===== config.mk =====
export PLATFORM = sky130hd
export DESIGN_NAME = pid_step_clamped
export DESIGN_NICKNAME = d
export VERILOG_FILES = /design/src/rtl/psc_pkg.sv /design/src/rtl/pid_step_clamped.sv /design/src/rtl/psc_mul.sv /design/src/rtl/psc_div.sv
export SDC_FILE = /design/constraint.sdc
export NUM_CORES = 2
export LEC_CHECK = 0
export ABC_AREA = 1
export BUFFER_PORTS_ARGS = -buffer_cell sky130_fd_sc_hd__buf_2
export CORE_ASPECT_RATIO = 2
export CORE_MARGIN = 3
export CORE_UTILIZATION = 40
export DETAILED_ROUTE_END_ITERATION = 10
export MAX_ROUTING_LAYER = met4
export PLACE_DENSITY = 0.65
export RECOVER_POWER = 25
export SLEW_MARGIN = 20
export SYNTH_ARGS = -nofsm -noshare
export SYNTH_HDL_FRONTEND = slang
export SYNTH_SLANG_ARGS = --single-unit
export TNS_END_PERCENT = 10

===== constraint.sdc =====
create_clock -name clk -period 22.8 [get_ports clk]
set_input_delay 1.14 -clock clk [delete_from_list [all_inputs] [get_ports clk]]
set_output_delay 1.14 -clock clk [all_outputs]
set_load 0.02 [all_outputs]

===== src/rtl/psc_pkg.sv =====
// Shared types, widths and register codes for the clamped PID step block.
package psc_pkg;

    localparam int unsigned DATA_W    = 32;
    localparam int unsigned CFG_IDX_W = 3;
    localparam int unsigned INTEG_W   = 48;
    localparam int unsigned OPND_W    = 33;
    localparam int unsigned PROD_W    = 64;
    localparam int unsigned NUM_W     = 49;
    localparam int unsigned ACC_W     = 82;
    localparam int unsigned VAL_W     = 66;
    localparam int unsigned DIV_CNT_W = 6;

    localparam logic [CFG_IDX_W-1:0] REG_GAIN_PROP     = 3'd0;
    localparam logic [CFG_IDX_W-1:0] REG_GAIN_INTEGRAL = 3'd1;
    localparam logic [CFG_IDX_W-1:0] REG_GAIN_DERIV    = 3'd2;
    localparam logic [CFG_IDX_W-1:0] REG_LIMIT_HIGH    = 3'd3;
    localparam logic [CFG_IDX_W-1:0] REG_LIMIT_LOW     = 3'd4;

    typedef enum logic [3:0] {
        S_IDLE,
        S_INT_MUL,
        S_INT_ADD,
        S_P_MUL,
        S_IH_MUL,
        S_IL_MUL,
        S_IL_ACC,
        S_D_WAIT,
        S_D_MUL,
        S_D_ACC,
        S_NEG,
        S_DONE
    } state_t;

    typedef struct packed {
        logic             start;
        logic             neg;
        logic [NUM_W-1:0] num;
        logic [DATA_W-1:0] den;
    } div_req_t;

    typedef struct packed {
        logic              done;
        logic [DATA_W-1:0] quot;
    } div_rsp_t;

endpackage


===== src/rtl/pid_step_clamped.sv =====
// Clamped PID step: sequencer, state, configuration and output register.
//
//   port group  direction  handshake               word
//   in          in         in_valid / in_stall     error_sample, step_time
//   out         out        out_valid / out_stall   drive
//   cfg         in         cfg_valid / cfg_ready   cfg_index, cfg_data
//
// The 49-step restoring divider sets the longer path from acceptance to a
// loaded result, taken when the derivative is divided; the first word or a
// zero step skips it. The shared 33x33 multiplier is used five times.
// in_stall is high while a word is in work.
// Reset clears the integral, the previous error and the gains, opens the
// limits fully and marks the next word as the first. A stalled result holds
// in the output register; a new word is accepted while it waits.
module pid_step_clamped (
    input  logic                                 clk,
    input  logic                                 rst_n,
    input  logic                                 in_valid,
    output logic                                 in_stall,
    input  logic signed [psc_pkg::DATA_W-1:0]    error_sample,
    input  logic        [psc_pkg::DATA_W-1:0]    step_time,
    output logic                                 out_valid,
    input  logic                                 out_stall,
    output logic signed [psc_pkg::DATA_W-1:0]    drive,
    input  logic                                 cfg_valid,
    output logic                                 cfg_ready,
    input  logic        [psc_pkg::CFG_IDX_W-1:0] cfg_index,
    input  logic        [psc_pkg::DATA_W-1:0]    cfg_data
);

    psc_pkg::state_t state_reg, state_next;

    logic signed [psc_pkg::DATA_W-1:0]  gain_prop_reg;
    logic signed [psc_pkg::DATA_W-1:0]  gain_integral_reg;
    logic signed [psc_pkg::DATA_W-1:0]  gain_deriv_reg;
    logic signed [psc_pkg::DATA_W-1:0]  limit_high_reg;
    logic signed [psc_pkg::DATA_W-1:0]  limit_low_reg;

    logic signed [psc_pkg::INTEG_W-1:0] integral_reg, integral_next;
    logic signed [psc_pkg::DATA_W-1:0]  last_error_reg, last_error_next;
    logic                               first_reg, first_next;
    logic signed [psc_pkg::DATA_W-1:0]  err_reg, err_next;
    logic        [psc_pkg::DATA_W-1:0]  dt_reg, dt_next;
    logic                               use_div_reg, use_div_next;
    logic signed [psc_pkg::ACC_W-1:0]   acc_reg, acc_next;
    logic signed [psc_pkg::VAL_W-1:0]   val_reg, val_next;
    logic signed [psc_pkg::DATA_W-1:0]  drive_reg, drive_next;
    logic                               out_valid_reg, out_valid_next;

    logic signed [psc_pkg::OPND_W-1:0]  op_a, op_b;
    logic signed [psc_pkg::PROD_W-1:0]  prod;
    psc_pkg::div_req_t                  div_req;
    psc_pkg::div_rsp_t                  div_rsp;

    logic signed [psc_pkg::DATA_W:0]    diff;
    logic        [psc_pkg::DATA_W:0]    diff_mag;
    logic signed [psc_pkg::INTEG_W:0]   integ_sum;
    logic signed [psc_pkg::INTEG_W-1:0] integ_inc;
    logic signed [psc_pkg::DATA_W-1:0]  deriv;
    logic signed [psc_pkg::ACC_W-1:0]   acc_neg;
    logic signed [psc_pkg::VAL_W-1:0]   lim_lo_w, lim_hi_w;
    logic signed [psc_pkg::DATA_W-1:0]  clamped;

    psc_mul u_mul (
        .clk  (clk),
        .op_a (op_a),
        .op_b (op_b),
        .prod (prod)
    );

    psc_div u_div (
        .clk   (clk),
        .rst_n (rst_n),
        .req   (div_req),
        .rsp   (div_rsp)
    );

    assign in_stall  = (state_reg != psc_pkg::S_IDLE);
    assign out_valid = out_valid_reg;
    assign drive     = drive_reg;
    assign cfg_ready = 1'b1;

    assign diff      = {err_reg[psc_pkg::DATA_W-1], err_reg}
                     - {last_error_reg[psc_pkg::DATA_W-1], last_error_reg};
    assign diff_mag  = diff[psc_pkg::DATA_W] ? -diff : diff;
    assign integ_inc = prod[psc_pkg::PROD_W-1:16];
    assign integ_sum = {integral_reg[psc_pkg::INTEG_W-1], integral_reg}
                     + {integ_inc[psc_pkg::INTEG_W-1], integ_inc};
    assign deriv     = use_div_reg ? div_rsp.quot : '0;
    assign acc_neg   = -acc_reg;
    assign lim_lo_w  = psc_pkg::VAL_W'(limit_low_reg);
    assign lim_hi_w  = psc_pkg::VAL_W'(limit_high_reg);

    // low limit wins when the limits cross
    always_comb
    begin
        if (val_reg < lim_lo_w)
            clamped = limit_low_reg;
        else if (val_reg > lim_hi_w)
            clamped = limit_high_reg;
        else
            clamped = val_reg[psc_pkg::DATA_W-1:0];
    end

    always_comb
    begin
        state_next      = state_reg;
        integral_next   = integral_reg;
        last_error_next = last_error_reg;
        first_next      = first_reg;
        err_next        = err_reg;
        dt_next         = dt_reg;
        use_div_next    = use_div_reg;
        acc_next        = acc_reg;
        val_next        = val_reg;
        drive_next      = drive_reg;
        out_valid_next  = out_valid_reg && out_stall;
        op_a            = '0;
        op_b            = '0;
        div_req.start   = 1'b0;
        div_req.neg     = diff[psc_pkg::DATA_W];
        div_req.num     = {diff_mag, 16'b0};
        div_req.den     = dt_reg;

        case (state_reg)
            psc_pkg::S_IDLE:
            begin
                if (in_valid)
                begin
                    err_next   = error_sample;
                    dt_next    = step_time;
                    state_next = psc_pkg::S_INT_MUL;
                end
            end
            psc_pkg::S_INT_MUL:
            begin
                op_a          = psc_pkg::OPND_W'(err_reg);
                op_b          = {1'b0, dt_reg};
                use_div_next  = !first_reg && (dt_reg != '0);
                div_req.start = !first_reg && (dt_reg != '0);
                state_next    = psc_pkg::S_INT_ADD;
            end
            psc_pkg::S_INT_ADD:
            begin
                if (integ_sum[psc_pkg::INTEG_W] != integ_sum[psc_pkg::INTEG_W-1])
                    integral_next = integ_sum[psc_pkg::INTEG_W]
                        ? {1'b1, {(psc_pkg::INTEG_W-1){1'b0}}}
                        : {1'b0, {(psc_pkg::INTEG_W-1){1'b1}}};
                else
                    integral_next = integ_sum[psc_pkg::INTEG_W-1:0];
                last_error_next = err_reg;
                first_next      = 1'b0;
                state_next      = psc_pkg::S_P_MUL;
            end
            psc_pkg::S_P_MUL:
            begin
                op_a       = psc_pkg::OPND_W'(gain_prop_reg);
                op_b       = psc_pkg::OPND_W'(err_reg);
                state_next = psc_pkg::S_IH_MUL;
            end
            psc_pkg::S_IH_MUL:
            begin
                op_a       = psc_pkg::OPND_W'(gain_integral_reg);
                op_b       = {integral_reg[psc_pkg::INTEG_W-1],
                              integral_reg[psc_pkg::INTEG_W-1:16]};
                acc_next   = psc_pkg::ACC_W'(prod);
                state_next = psc_pkg::S_IL_MUL;
            end
            psc_pkg::S_IL_MUL:
            begin
                op_a       = psc_pkg::OPND_W'(gain_integral_reg);
                op_b       = {17'b0, integral_reg[15:0]};
                acc_next   = acc_reg + {prod[psc_pkg::PROD_W-1], prod[psc_pkg::PROD_W-1],
                                        prod, 16'b0};
                state_next = psc_pkg::S_IL_ACC;
            end
            psc_pkg::S_IL_ACC:
            begin
                acc_next   = acc_reg + psc_pkg::ACC_W'(prod);
                state_next = psc_pkg::S_D_WAIT;
            end
            psc_pkg::S_D_WAIT:
            begin
                if (!use_div_reg || div_rsp.done)
                    state_next = psc_pkg::S_D_MUL;
            end
            psc_pkg::S_D_MUL:
            begin
                op_a       = psc_pkg::OPND_W'(gain_deriv_reg);
                op_b       = psc_pkg::OPND_W'(deriv);
                state_next = psc_pkg::S_D_ACC;
            end
            psc_pkg::S_D_ACC:
            begin
                acc_next   = acc_reg + psc_pkg::ACC_W'(prod);
                state_next = psc_pkg::S_NEG;
            end
            psc_pkg::S_NEG:
            begin
                // floor of the negated sum, back to Q16.16
                val_next   = acc_neg[psc_pkg::ACC_W-1:16];
                state_next = psc_pkg::S_DONE;
            end
            psc_pkg::S_DONE:
            begin
                // hold until the output register is free
                if (!out_valid_reg || !out_stall)
                begin
                    drive_next     = clamped;
                    out_valid_next = 1'b1;
                    state_next     = psc_pkg::S_IDLE;
                end
            end
            default:
            begin
                state_next = psc_pkg::S_IDLE;
            end
        endcase
    end

    always_ff @(posedge clk or negedge rst_n)
    begin
        if (!rst_n)
        begin
            state_reg <= psc_pkg::S_IDLE;
        end
        else
        begin
            state_reg <= state_next;
        end
    end

    always_ff @(posedge clk or negedge rst_n)
    begin
        if (!rst_n)
        begin
            integral_reg   <= '0;
            last_error_reg <= '0;
            first_reg      <= 1'b1;
            use_div_reg    <= 1'b0;
            out_valid_reg  <= 1'b0;
        end
        else
        begin
            integral_reg   <= integral_next;
            last_error_reg <= last_error_next;
            first_reg      <= first_next;
            use_div_reg    <= use_div_next;
            out_valid_reg  <= out_valid_next;
        end
    end

    always_ff @(posedge clk or negedge rst_n)
    begin
        if (!rst_n)
        begin
            gain_prop_reg     <= '0;
            gain_integral_reg <= '0;
            gain_deriv_reg    <= '0;
            limit_high_reg    <= {1'b0, {(psc_pkg::DATA_W-1){1'b1}}};
            limit_low_reg     <= {1'b1, {(psc_pkg::DATA_W-1){1'b0}}};
        end
        else if (cfg_valid && cfg_ready)
        begin
            case (cfg_index)
                psc_pkg::REG_GAIN_PROP:     gain_prop_reg     <= cfg_data;
                psc_pkg::REG_GAIN_INTEGRAL: gain_integral_reg <= cfg_data;
                psc_pkg::REG_GAIN_DERIV:    gain_deriv_reg    <= cfg_data;
                psc_pkg::REG_LIMIT_HIGH:    limit_high_reg    <= cfg_data;
                psc_pkg::REG_LIMIT_LOW:     limit_low_reg     <= cfg_data;
                default:                    ;
            endcase
        end
    end

    always_ff @(posedge clk)
    begin
        err_reg   <= err_next;
        dt_reg    <= dt_next;
        acc_reg   <= acc_next;
        val_reg   <= val_next;
        drive_reg <= drive_next;
    end

endmodule


===== src/rtl/psc_mul.sv =====
// Shared signed multiplier with registered product.
module psc_mul (
    input  logic                                clk,
    input  logic signed [psc_pkg::OPND_W-1:0]  op_a,
    input  logic signed [psc_pkg::OPND_W-1:0]  op_b,
    output logic signed [psc_pkg::PROD_W-1:0]  prod
);

    logic signed [2*psc_pkg::OPND_W-1:0] full;
    logic signed [psc_pkg::PROD_W-1:0]   prod_reg;

    // operand ranges keep every product inside 64 bits
    assign full = op_a * op_b;
    assign prod = prod_reg;

    always_ff @(posedge clk)
    begin
        prod_reg <= full[psc_pkg::PROD_W-1:0];
    end

endmodule


===== src/rtl/psc_div.sv =====
// Restoring divider for the derivative term, one quotient bit per cycle, saturated.
module psc_div (
    input  logic              clk,
    input  logic              rst_n,
    input  psc_pkg::div_req_t req,
    output psc_pkg::div_rsp_t rsp
);

    logic                           busy_reg, busy_next;
    logic                           done_reg, done_next;
    logic                           neg_reg, neg_next;
    logic [psc_pkg::DIV_CNT_W-1:0]  cnt_reg, cnt_next;
    logic [psc_pkg::NUM_W-1:0]      num_reg, num_next;
    logic [psc_pkg::DATA_W-1:0]     rem_reg, rem_next;
    logic [psc_pkg::DATA_W-1:0]     den_reg, den_next;
    logic [psc_pkg::DATA_W:0]       rem_shift;
    logic [psc_pkg::DATA_W:0]       rem_diff;
    logic                           qbit;
    logic [psc_pkg::DATA_W-1:0]     quot_sat;

    assign rem_shift = {rem_reg, num_reg[psc_pkg::NUM_W-1]};
    assign rem_diff  = rem_shift - {1'b0, den_reg};
    assign qbit      = !rem_diff[psc_pkg::DATA_W];

    always_comb
    begin
        busy_next = busy_reg;
        done_next = done_reg;
        neg_next  = neg_reg;
        cnt_next  = cnt_reg;
        num_next  = num_reg;
        rem_next  = rem_reg;
        den_next  = den_reg;
        if (req.start)
        begin
            busy_next = 1'b1;
            done_next = 1'b0;
            neg_next  = req.neg;
            cnt_next  = psc_pkg::DIV_CNT_W'(psc_pkg::NUM_W - 1);
            num_next  = req.num;
            rem_next  = '0;
            den_next  = req.den;
        end
        else if (busy_reg)
        begin
            // shift in the next dividend bit, keep the difference when it fits
            rem_next = qbit ? rem_diff[psc_pkg::DATA_W-1:0]
                            : rem_shift[psc_pkg::DATA_W-1:0];
            num_next = {num_reg[psc_pkg::NUM_W-2:0], qbit};
            cnt_next = cnt_reg - 1'b1;
            if (cnt_reg == '0)
            begin
                busy_next = 1'b0;
                done_next = 1'b1;
            end
        end
    end

    always_comb
    begin
        if (!neg_reg)
        begin
            if (num_reg[psc_pkg::NUM_W-1:psc_pkg::DATA_W-1] != '0)
                quot_sat = {1'b0, {(psc_pkg::DATA_W-1){1'b1}}};
            else
                quot_sat = num_reg[psc_pkg::DATA_W-1:0];
        end
        else
        begin
            if (num_reg[psc_pkg::NUM_W-1:psc_pkg::DATA_W] != '0 ||
                (num_reg[psc_pkg::DATA_W-1] && num_reg[psc_pkg::DATA_W-2:0] != '0))
                quot_sat = {1'b1, {(psc_pkg::DATA_W-1){1'b0}}};
            else
                quot_sat = -num_reg[psc_pkg::DATA_W-1:0];
        end
    end

    assign rsp.done = done_reg;
    assign rsp.quot = quot_sat;

    always_ff @(posedge clk or negedge rst_n)
    begin
        if (!rst_n)
        begin
            busy_reg <= 1'b0;
            done_reg <= 1'b0;
            cnt_reg  <= '0;
        end
        else
        begin
            busy_reg <= busy_next;
            done_reg <= done_next;
            cnt_reg  <= cnt_next;
        end
    end

    always_ff @(posedge clk)
    begin
        neg_reg <= neg_next;
        num_reg <= num_next;
        rem_reg <= rem_next;
        den_reg <= den_next;
    end

endmodule


==> flow_summary.yaml <==
run_status:
  status: "finished with violations"
  failed_checks: "capacitance limit, slew limit"
setup_path:
  cp_max_fo: 28
  arrival_ns: 11.81
  cp.required_ns: 23.40
  critPathTopFamily: "adder cells"
  slowest_delay_ns: 0.97
  crit_path_frequent_cell: "fa_1"
  critPathBufInv: 10
  worst_path_max_delay_cell: "fa_1"
  crit_type: "register to register"
  start_kind: "register"
  crit_path_end_kind: "register"
clock_network:
  cts_setup_buffers: 0
  hold_buffers: 0
  tritoncts_num_sinks: 677
  cts_resized: 0
  clk_pin_slew_worst_paths_ns: 0.07
  clkLatencyLatePin_ns: 0.76
  cts_tree: "built"
  cts_root_buf: "clkbuf_16"
  cts_made_buffers: 76
  htreeDepth: 3
  cts_buffer_depth: 3
placement:
  io_buffer_count: 137
  dpl.hpwl_um: 339700
  dp_cells: 14480
  place.gp.congestion: 1.097
  place_ws_ns: 11.71
global_route:
  grt_max_degree: 97
  grt_pass1_vias: 86010
  antenna_found_initial: 18
  grt_util_all_layers_pct: 38.08
  grt-ovfl-total: 0
  grt_pass1_wl_um: 598300
layout:
  areaGrowthSynthToFinish_pct: 7.927
  fillCellCount: 22960
  largest_reg_flops: 82
  stdcell_count: 14650
  final_nets: 13440
  layout.area.seq_mm2: 0.01797
  multi_input_area_mm2: 0.06076
  drive_gt1_share_pct: 5.050
  final_util_pct: 43.54
die:
  core_mm2: 0.2195
  rows: 243
  die-area_mm2: 0.2274
  initial_core_util_pct: 40.34
  die_h_um: 671.4
  die_w_um: 338.7
  ios: 139
synthesis:
  synthFlopType: "edfxtp_1"
  synth_commonest_cells: "nand2_1 (2460), inv_1 (2256), nor2_1 (1273), fa_1 (1110), a21oi_1 (708)"
  synth-seq-area-share_pct: 20.29
  synth_warnings: 0
  yosys.area.top_type: "fa_1"
  synthesis.area_mm2: 0.08856
  synth_edf_count: 310
  synthCells: 11570
  synth-seq-cells: 677
  synth_top_area_share_pct: 25.09
  synth_most_common_cell: "nand2_1"
  async_flop_share_pct: 37.67
  ys_types: 69
  synth_nets: 13390
  synth.avg_cell_area_um2: 7.653
  synth.area.top_cells: "fa_1 (25%), edfxtp_1 (11%), nand2_1 (10%), inv_1 (9.6%), ha_1 (8.5%)"
flow_run:
  maxCapViolCount: 7
detailed_routing:
  dr.pass1.iters: 6
  routed-wl-met3_um: 26360
  drt-vias-per-instance: 5.627
  drcViolationCount: 0
  drt-met1-wl_um: 123400
  drtAntennaViolNets: 0
  routed_wl_um: 422600
  wl_per_cell_um: 28.85
  vias: 82440
  top_layer_used: "met4"
  dr_wl_met2_um: 210100
  initialDrtViolationCount: 6710
timing:
  tns_ns: 0
  setup_viol: 0
  setup_ws_ns: 11.59
  final_hold_viol_count: 0
  slew-limit-headroom_pct: -320.5
  slew_violations: 470
  rsz0062_at_grt: "no"
  tightest_slew_ns: 6.307
  min_period_ns: 11.21
  period_share_pct: 49.19
  fmax_mhz: 89.17
  finClkSkew_ns: 0.07750
min_path:
  hp-class: "register to register"
## final cells by class
cell class / instances / area share [%]
tap: 2940 / 3.848
timing repair buffer: 284 / 1.846
multi-input combinational: 8285 / 63.56
clock buffer: 89 / 2.183
clock inverter: 53 / 0.6650
antenna: 28 / 0.07330
inverter: 2296 / 9.016
sequential: 677 / 18.80
## routing by layer
metal | up-vias | GRT usage [%]
li1 | 36530 | -
met1 | 40020 | 32.81
met2 | 3784 | 65.33
met3 | 2111 | 7.126
met4 | 0 | 42.90
met5 | - | -
## worst min-delay path, delay by kind of cell, from the launching register on
kind / cells / cell delay [ns]
flip-flops: 1 / 0.38
AND/OR/NAND/NOR: 1 / 0.04
buffers and inverters: 1 / 0.05
## kinds of logic after synthesis
family                     after synthesis  synth area share [%]
and+or+nand+nor                       4546                 21.06
xor gates and xnor gates               230                 2.275
adders and majority gates             1713                 33.61
other                                    1              0.004234
buffers and inverters                 2610                 11.36
AOI/OAI and AO/OA                     1795                 11.39
DFF                                    677                 20.29
## worst paths after layout
path / slack (ns) / startpoint / end / cells past startpoint
min in group asynchronous: 2.70 / rst_n / out_valid / 1
max in group asynchronous: 15.16 / rst_n / gain_prop_reg[10] / 3
worst max-delay path: 11.59 / u_div.num_reg[1] / u_mul.prod[62] / 36
worst min-delay path: 0.47 / first_reg / first_reg / 2
worst max register to register: 11.59 / u_div.num_reg[1] / u_mul.prod[62] / 36
worst min register to register: 0.47 / first_reg / first_reg / 2
## cell usage in the layout, fill, tap and decap left out, types with 14 or more instances in the layout
cell type  instances
a21boi_0          31
a21o_1            53
a21oi_1          707
a221oi_1          43
a22o_1            28
a31oi_1           53
and3_1            16
buf_2            120
buf_4            139
clkbuf_1          27
clkbuf_16         81
clkinv_1          21
dfrtp_1          222
dfstp_2           33
dfxtp_1          112
diode_2           28
edfxtp_1         310
fa_1            1110
ha_1             603
inv_1           2252
inv_2             29
nand2_1         2459
nand3_1          382
nand3b_1          19
nand4_1          142
nor2_1          1253
nor2_2            23
nor2_4            14
nor3_1            89
nor4_1            49
o211ai_1          51
o21a_1            36
o21ai_0          646
o21ai_1           20
o21bai_1          34
o22ai_1           30
or2_2             47
xnor2_1           73
xor2_1           156
## metrics by stage
stage / instance area (um2) / hold WS [ns]
after floorplan: 88560 / 0.4243
after global placement: 92770 / 0.4430
after detailed placement: 92770 / 0.4594
after CTS: 95490 / 0.4696
after global routing: 95560 / 0.4784
final: 95580 / 0.4679
Power is left out: the tool's default activity adds up to more than one toggle a clock period on the data nets, which glitch-free logic cannot reach.
